===== src/pffa_pkg.sv =====
// Shared types, codes and constants of the page frame allocator.
package pffa_pkg;

	localparam int MAX_PAGES_DEF  = 4096;
	localparam int MAX_RANGES_DEF = 8;
	localparam int PAGE_BITS_DEF  = 12;

	localparam int ADDR_W  = 52;
	localparam int FRAME_W = 40;
	localparam int INDEX_W = 12;
	localparam int COUNT_W = 13;
	localparam logic [FRAME_W-1:0] KEND_RESET = FRAME_W'(256);

	typedef enum logic [2:0] {
		REQ_ADD    = 3'd0,
		REQ_ALLOC  = 3'd1,
		REQ_FREE   = 3'd2,
		REQ_LOOKUP = 3'd3,
		REQ_QUERY  = 3'd4
	} req_code_t;

	typedef enum logic [2:0] {
		STS_OK       = 3'd0,
		STS_NO_FREE  = 3'd1,
		STS_DBL_FREE = 3'd2,
		STS_UNMAPPED = 3'd3,
		STS_REJECT   = 3'd4,
		STS_FULL     = 3'd5,
		STS_BAD_IDX  = 3'd6
	} status_t;

	typedef enum logic [3:0] {
		RES_OK,
		RES_NO_FREE,
		RES_DBL_FREE,
		RES_UNMAPPED,
		RES_REJECT,
		RES_FULL,
		RES_BAD_IDX,
		RES_ALLOC,
		RES_FREED,
		RES_QUERY,
		RES_LOOKUP
	} res_kind_t;

	typedef enum logic [1:0] {
		RD_HEAD,
		RD_IDX,
		RD_LKD
	} rd_sel_t;

	typedef enum logic [3:0] {
		S_IDLE,
		S_DISPATCH,
		S_AR_CHECK,
		S_AR_FIT,
		S_AR_FILL,
		S_ALLOC,
		S_FREE,
		S_QUERY,
		S_LK_RD,
		S_LK_CMP,
		S_LK_CHK,
		S_LK_OUT,
		S_RESP
	} state_t;

	typedef struct packed {
		logic [2:0]         req_type;
		logic [ADDR_W-1:0]  range_base;
		logic [ADDR_W-1:0]  range_length;
		logic [INDEX_W-1:0] descriptor_index;
		logic [ADDR_W-1:0]  phys_address;
	} req_t;

	typedef struct packed {
		logic [2:0]         status;
		logic [INDEX_W-1:0] page_index;
		logic [FRAME_W-1:0] page_frame;
		logic               page_free;
		logic [COUNT_W-1:0] free_pages;
	} rsp_t;

	typedef struct packed {
		logic      cap;
		logic      ar_align;
		logic      ar_clip;
		logic      ar_commit;
		logic      fill_step;
		logic      desc_rd;
		rd_sel_t   rd_sel;
		logic      alloc_upd;
		logic      free_upd;
		logic      scan_clr;
		logic      rng_rd;
		logic      lk_off;
		logic      set_res;
		res_kind_t res_kind;
		logic      out_load;
	} ctl_cmd_t;

	typedef struct packed {
		logic [2:0] req_code;
		logic       ar_reject;
		logic       ar_full;
		logic       fill_done;
		logic       idx_bad;
		logic       rd_free;
		logic       list_empty;
		logic       scan_end;
		logic       rng_hit;
		logic       d_bad;
		logic       rsp_busy;
	} dp_stat_t;

endpackage


===== src/pffa_ctrl.sv =====
// Request sequencer of the page frame allocator.
module pffa_ctrl import pffa_pkg::*; (
	input  logic     clk,
	input  logic     arst_n,
	input  logic     req_valid,
	output logic     req_stall,
	input  dp_stat_t stat,
	output ctl_cmd_t cmd
);

	state_t state_q, state_d;

	always_ff @(posedge clk or negedge arst_n) begin
		if (!arst_n) begin
			state_q <= S_IDLE;
		end else begin
			state_q <= state_d;
		end
	end

	always_comb begin
		state_d   = state_q;
		cmd       = '0;
		req_stall = (state_q != S_IDLE);
		unique case (state_q)
			S_IDLE: begin
				if (req_valid) begin
					cmd.cap = 1'b1;
					state_d = S_DISPATCH;
				end
			end
			S_DISPATCH: begin
				case (stat.req_code)
					REQ_ADD: begin
						cmd.ar_align = 1'b1;
						state_d      = S_AR_CHECK;
					end
					REQ_ALLOC: begin
						if (stat.list_empty) begin
							cmd.set_res  = 1'b1;
							cmd.res_kind = RES_NO_FREE;
							state_d      = S_RESP;
						end else begin
							cmd.desc_rd = 1'b1;
							cmd.rd_sel  = RD_HEAD;
							state_d     = S_ALLOC;
						end
					end
					REQ_FREE, REQ_QUERY: begin
						if (stat.idx_bad) begin
							cmd.set_res  = 1'b1;
							cmd.res_kind = RES_BAD_IDX;
							state_d      = S_RESP;
						end else begin
							cmd.desc_rd = 1'b1;
							cmd.rd_sel  = RD_IDX;
							state_d     = (stat.req_code == REQ_FREE) ? S_FREE : S_QUERY;
						end
					end
					REQ_LOOKUP: begin
						cmd.scan_clr = 1'b1;
						state_d      = S_LK_RD;
					end
					default: begin
						cmd.set_res  = 1'b1;
						cmd.res_kind = RES_OK;
						state_d      = S_RESP;
					end
				endcase
			end
			S_AR_CHECK: begin
				if (stat.ar_reject) begin
					cmd.set_res  = 1'b1;
					cmd.res_kind = RES_REJECT;
					state_d      = S_RESP;
				end else begin
					cmd.ar_clip = 1'b1;
					state_d     = S_AR_FIT;
				end
			end
			S_AR_FIT: begin
				if (stat.ar_full) begin
					cmd.set_res  = 1'b1;
					cmd.res_kind = RES_FULL;
					state_d      = S_RESP;
				end else begin
					cmd.ar_commit = 1'b1;
					state_d       = S_AR_FILL;
				end
			end
			S_AR_FILL: begin
				if (stat.fill_done) begin
					cmd.set_res  = 1'b1;
					cmd.res_kind = RES_OK;
					state_d      = S_RESP;
				end else begin
					cmd.fill_step = 1'b1;
				end
			end
			S_ALLOC: begin
				cmd.alloc_upd = 1'b1;
				cmd.set_res   = 1'b1;
				cmd.res_kind  = RES_ALLOC;
				state_d       = S_RESP;
			end
			S_FREE: begin
				cmd.set_res = 1'b1;
				if (stat.rd_free) begin
					cmd.res_kind = RES_DBL_FREE;
				end else begin
					cmd.free_upd = 1'b1;
					cmd.res_kind = RES_FREED;
				end
				state_d = S_RESP;
			end
			S_QUERY: begin
				cmd.set_res  = 1'b1;
				cmd.res_kind = RES_QUERY;
				state_d      = S_RESP;
			end
			S_LK_RD: begin
				if (stat.scan_end) begin
					cmd.set_res  = 1'b1;
					cmd.res_kind = RES_UNMAPPED;
					state_d      = S_RESP;
				end else begin
					cmd.rng_rd = 1'b1;
					state_d    = S_LK_CMP;
				end
			end
			S_LK_CMP: begin
				// first matching range ends the scan
				if (stat.rng_hit) begin
					cmd.lk_off = 1'b1;
					state_d    = S_LK_CHK;
				end else begin
					state_d = S_LK_RD;
				end
			end
			S_LK_CHK: begin
				if (stat.d_bad) begin
					cmd.set_res  = 1'b1;
					cmd.res_kind = RES_UNMAPPED;
					state_d      = S_RESP;
				end else begin
					cmd.desc_rd = 1'b1;
					cmd.rd_sel  = RD_LKD;
					state_d     = S_LK_OUT;
				end
			end
			S_LK_OUT: begin
				cmd.set_res  = 1'b1;
				cmd.res_kind = RES_LOOKUP;
				state_d      = S_RESP;
			end
			S_RESP: begin
				if (!stat.rsp_busy) begin
					cmd.out_load = 1'b1;
					state_d      = S_IDLE;
				end
			end
			default: begin
				state_d = S_IDLE;
			end
		endcase
	end

endmodule


===== config.mk =====
export PLATFORM = sky130hd
export DESIGN_NAME = pffa_ctrl
export DESIGN_NICKNAME = d
export VERILOG_FILES = /design/src/pffa_pkg.sv /design/src/pffa_ctrl.sv
export SDC_FILE = /design/constraint.sdc
export NUM_CORES = 1
export LEC_CHECK = 0
export BUFFER_PORTS_ARGS = -buffer_cell sky130_fd_sc_hd__buf_2
export CAP_MARGIN = 20
export CELL_PAD_IN_SITES_DETAIL_PLACEMENT = 1
export CELL_PAD_IN_SITES_GLOBAL_PLACEMENT = 2
export CORE_UTILIZATION = 23
export DETAILED_ROUTE_END_ITERATION = 12
export PLACE_DENSITY_LB_ADDON = 0.1
export SYNTH_ARGS = -nofsm -noshare
export SYNTH_HDL_FRONTEND = slang
export SYNTH_SLANG_ARGS = --single-unit

===== constraint.sdc =====
create_clock -name clk -period 1.8 [get_ports clk]
set_input_delay 0.18 -clock clk [delete_from_list [all_inputs] [get_ports clk]]
set_output_delay 0.18 -clock clk [all_outputs]
set_load 0.02 [all_outputs]

==> impl_metrics.env <==
export IMPL_status="finished, violations left"
export IMPL_violations="negative setup slack"
export IMPL_min_period_ns=1.91
export IMPL_ant_nets=0
export IMPL_drv_cap=0
export IMPL_largest_register="state_q"
export IMPL_post_route_drc_count=0
export IMPL_port_buffers=35
export IMPL_floorplan_rows=20
export IMPL_path_buf_inv=1
export IMPL_route_met2_wl_um=1480
export IMPL_die_area_mm2=0.00354
export IMPL_syn_cell_area_um2=759
export IMPL_finClkSkew_ns=0.0109
export IMPL_finalHoldWorstSlack_ns=0.268
export IMPL_hpwlAfterDp_um=2330
export IMPL_antenna_found_initial=0
export IMPL_htree_levels=1
export IMPL_gp_congestion=0.758
export IMPL_synth_distinct_cells=45
export IMPL_multiInputGateArea_um2=661
export IMPL_cts_tree="built"
export IMPL_numCtsBuffers=3
export IMPL_diodes=0
export IMPL_synth_seq_area_share=0.132
export IMPL_slowest_stage="dfrtp_2"
export IMPL_async_reset_ff_frac=1.00
export IMPL_worstPathRequired_ns=1.62
export IMPL_end_kind="output port"
export IMPL_synth_edf_count=0
export IMPL_seq_area_um2=104
export IMPL_io_pins=36
export IMPL_clkLatencyLatePin_ns=0.25
export IMPL_syn_num_nets=121
export IMPL_dr_total_vias=964
export IMPL_synth_warnings=0
export IMPL_overflow=0
export IMPL_start_util=0.245
export IMPL_nets=173
export IMPL_synth_xor_area_frac=0.0231
export IMPL_drt_pass1_iter_count=4
export IMPL_final_fill_count=421
export IMPL_rsz0062_at_grt="true"
export IMPL_synthAdderAreaFrac=0
export IMPL_wl_met3_um=119
export IMPL_routed_wl_um=3030
export IMPL_max_slew_margin=0.748
export IMPL_biggestRegsByFlops="state_q x4"
export IMPL_syn_area_per_cell_um2=7.23
export IMPL_grt_pass1_wl_um=4720
export IMPL_synthMuxAreaShare=0.0264
export IMPL_p_per_area_mw_per_mm2=1440
export IMPL_grt_pass1_vias=930
export IMPL_worstSetupStartpointType="flip-flop"
export IMPL_arrival_ns=1.73
export IMPL_largest_reg_flops=4
export IMPL_die_h_um=59.5
export IMPL_setup_ws_ns=-0.112
export IMPL_maxUsedRoutingLayer="met4"
export IMPL_wirelength_met1_um=1400
export IMPL_synth_top_area_share=0.132
export IMPL_min_path_type="input port to async pin"
export IMPL_p_total_uw=1800
export IMPL_p_leak_uw=0.000576
export IMPL_synth_compound_area_frac=0.293
export IMPL_drtIter0Drc=34
export IMPL_grt_util_all_layers=0.186
export IMPL_path_cells="nor4b_4 -> nand2_2 -> nor3b_4 -> o21bai_1 -> buf_4"
export IMPL_finalSetupViolations=6
export IMPL_synth_area_leader_cell="dfrtp_1"
export IMPL_hold_viol_final=0
export IMPL_dp_worst_setup_slack_ns=0.0586
export IMPL_cp_top_family="simple AND/OR/NAND/NOR gates"
export IMPL_syn2layout_area_growth_pct=64.9
export IMPL_crit_path_max_fanout=7
export IMPL_ir_drop_uv=337
export IMPL_worstMarginPinSlew_ns=0.377
export IMPL_fp_coreArea_mm2=0.00310
export IMPL_clockBufferDepth=2
export IMPL_synth_top_family_by_area="simple AND/OR/NAND/NOR gates"
export IMPL_yosys_top_cells_area="dfrtp_1 13%, a21oi_1 7.2%, nor2b_1 4.9%"
export IMPL_cts_root_buf="clkbuf_4"
export IMPL_ys_flop_type="dfrtp_1"
export IMPL_die_w_um=59.5
export IMPL_syn_inst=105
export IMPL_max_freq_mhz=523
export IMPL_clkTransAtPathRegs_ns=0.04
export IMPL_grt_max_degree=15
export IMPL_slowest_delay_ns=0.46
export IMPL_cts_sinks=4
export IMPL_yosys_register_bits=4
export IMPL_timing_final_crit_share=1.06
export IMPL_drive_above_1_share=0.535
export IMPL_avgRoutedWirePerCell_um=15.2
export IMPL_via_per_inst=4.84
export IMPL_synth_simple_gate_area_frac=0.428
export IMPL_path_class="flip-flop to output port"
export IMPL_slew_violations=0
## metrics by stage
step	utilization	TNS [ns]	std cells	cell area (um2)
after floorplan	-	0	105	759
after global placement	0.328	0	186	1020
after detailed placement	0.328	0	186	1020
after CTS	0.380	-0.606	196	1180
after global routing	0.404	-1.13	199	1250
final	0.404	-0.431	199	1250
## cell type report
cell class | instances | area share
multi-input cells | 88 | 0.527
repair buffers | 57 | 0.319
flip-flops and latches | 4 | 0.0829
well taps | 44 | 0.0440
clock buffers | 3 | 0.0180
inverters | 3 | 0.00899
## where the power goes
| group | switching [uW] | internal, uW | leakage (uW) |
|---|---|---|---|
| sequential | 80.3 | 138 | 0.0000473 |
| combinational | 798 | 668 | 0.000515 |
| clock | 42.4 | 74.9 | 0.0000138 |
## synthesized netlist by cell type, types with 3 or more instances
master	n
nand2b_1	3
dfrtp_1	4
nor4_1	4
o21ai_0	6
nor2_1	9
buf_2	5
inv_1	3
a21oi_1	11
nor3_1	4
o21ai_1	3
nand2_1	6
nor2b_1	6
nor3_2	3
## cell families (layout without fill, tap and decap cells)
group           count (synthesis)  after routing
simple gates                   51             51
compound gates                 33             33
buf+inv                        13             63
flops                           4              4
xor+xnor                        2              2
mux                             2              2
## cell usage in the layout, fill, tap and decap left out, types with 2 or more instances in the layout
cell / synthesis / layout
o21a_1: 2 / 2
buf_4: 1 / 20
o21ai_0: 6 / 6
buf_6: 2 / 7
nor2_1: 9 / 8
a21oi_1: 11 / 9
clkbuf_4: 0 / 3
o21ai_1: 3 / 3
inv_1: 3 / 3
nor3_4: 0 / 2
nand2_1: 6 / 6
nor3_2: 3 / 3
buf_2: 5 / 28
mux2i_1: 2 / 2
nand2b_1: 3 / 2
nor3_1: 4 / 2
xor2_1: 2 / 2
and3_1: 2 / 2
dfrtp_2: 0 / 3
nor2b_1: 6 / 5
nor4_1: 4 / 4
## per-layer routing
| layer | vias up | global-route usage |
|---|---|---|
| met5 | - | 0 |
| met3 | 4 | 0.0393 |
| met2 | 27 | 0.303 |
| met1 | 450 | 0.251 |
| met4 | 0 | 0.0408 |
| li1 | 483 | - |
## worst paths after layout
path,depth (start not counted),endpoint,slack (ns),startpoint
max in group asynchronous,2,state_q[0],1.38,arst_n
min,2,state_q[3],0.27,arst_n
min reg2reg,3,state_q[3],0.81,state_q[3]
max reg2reg,10,state_q[3],0.04,state_q[1]
max,5,cmd[3],-0.11,state_q[3]
min in group clk,3,state_q[3],0.27,stat[0]
## timing repair
action | in CTS | in global routing
buffers inserted | 6 | 3
hold buffers | 1 | 0
gates resized for setup | 21 | 11
hold endpoints to repair | 4 | 0
pin swaps | 7 | 3
setup endpoints to repair | 9 | 11
No activity file was read; power rests on OpenSTA's default activity.
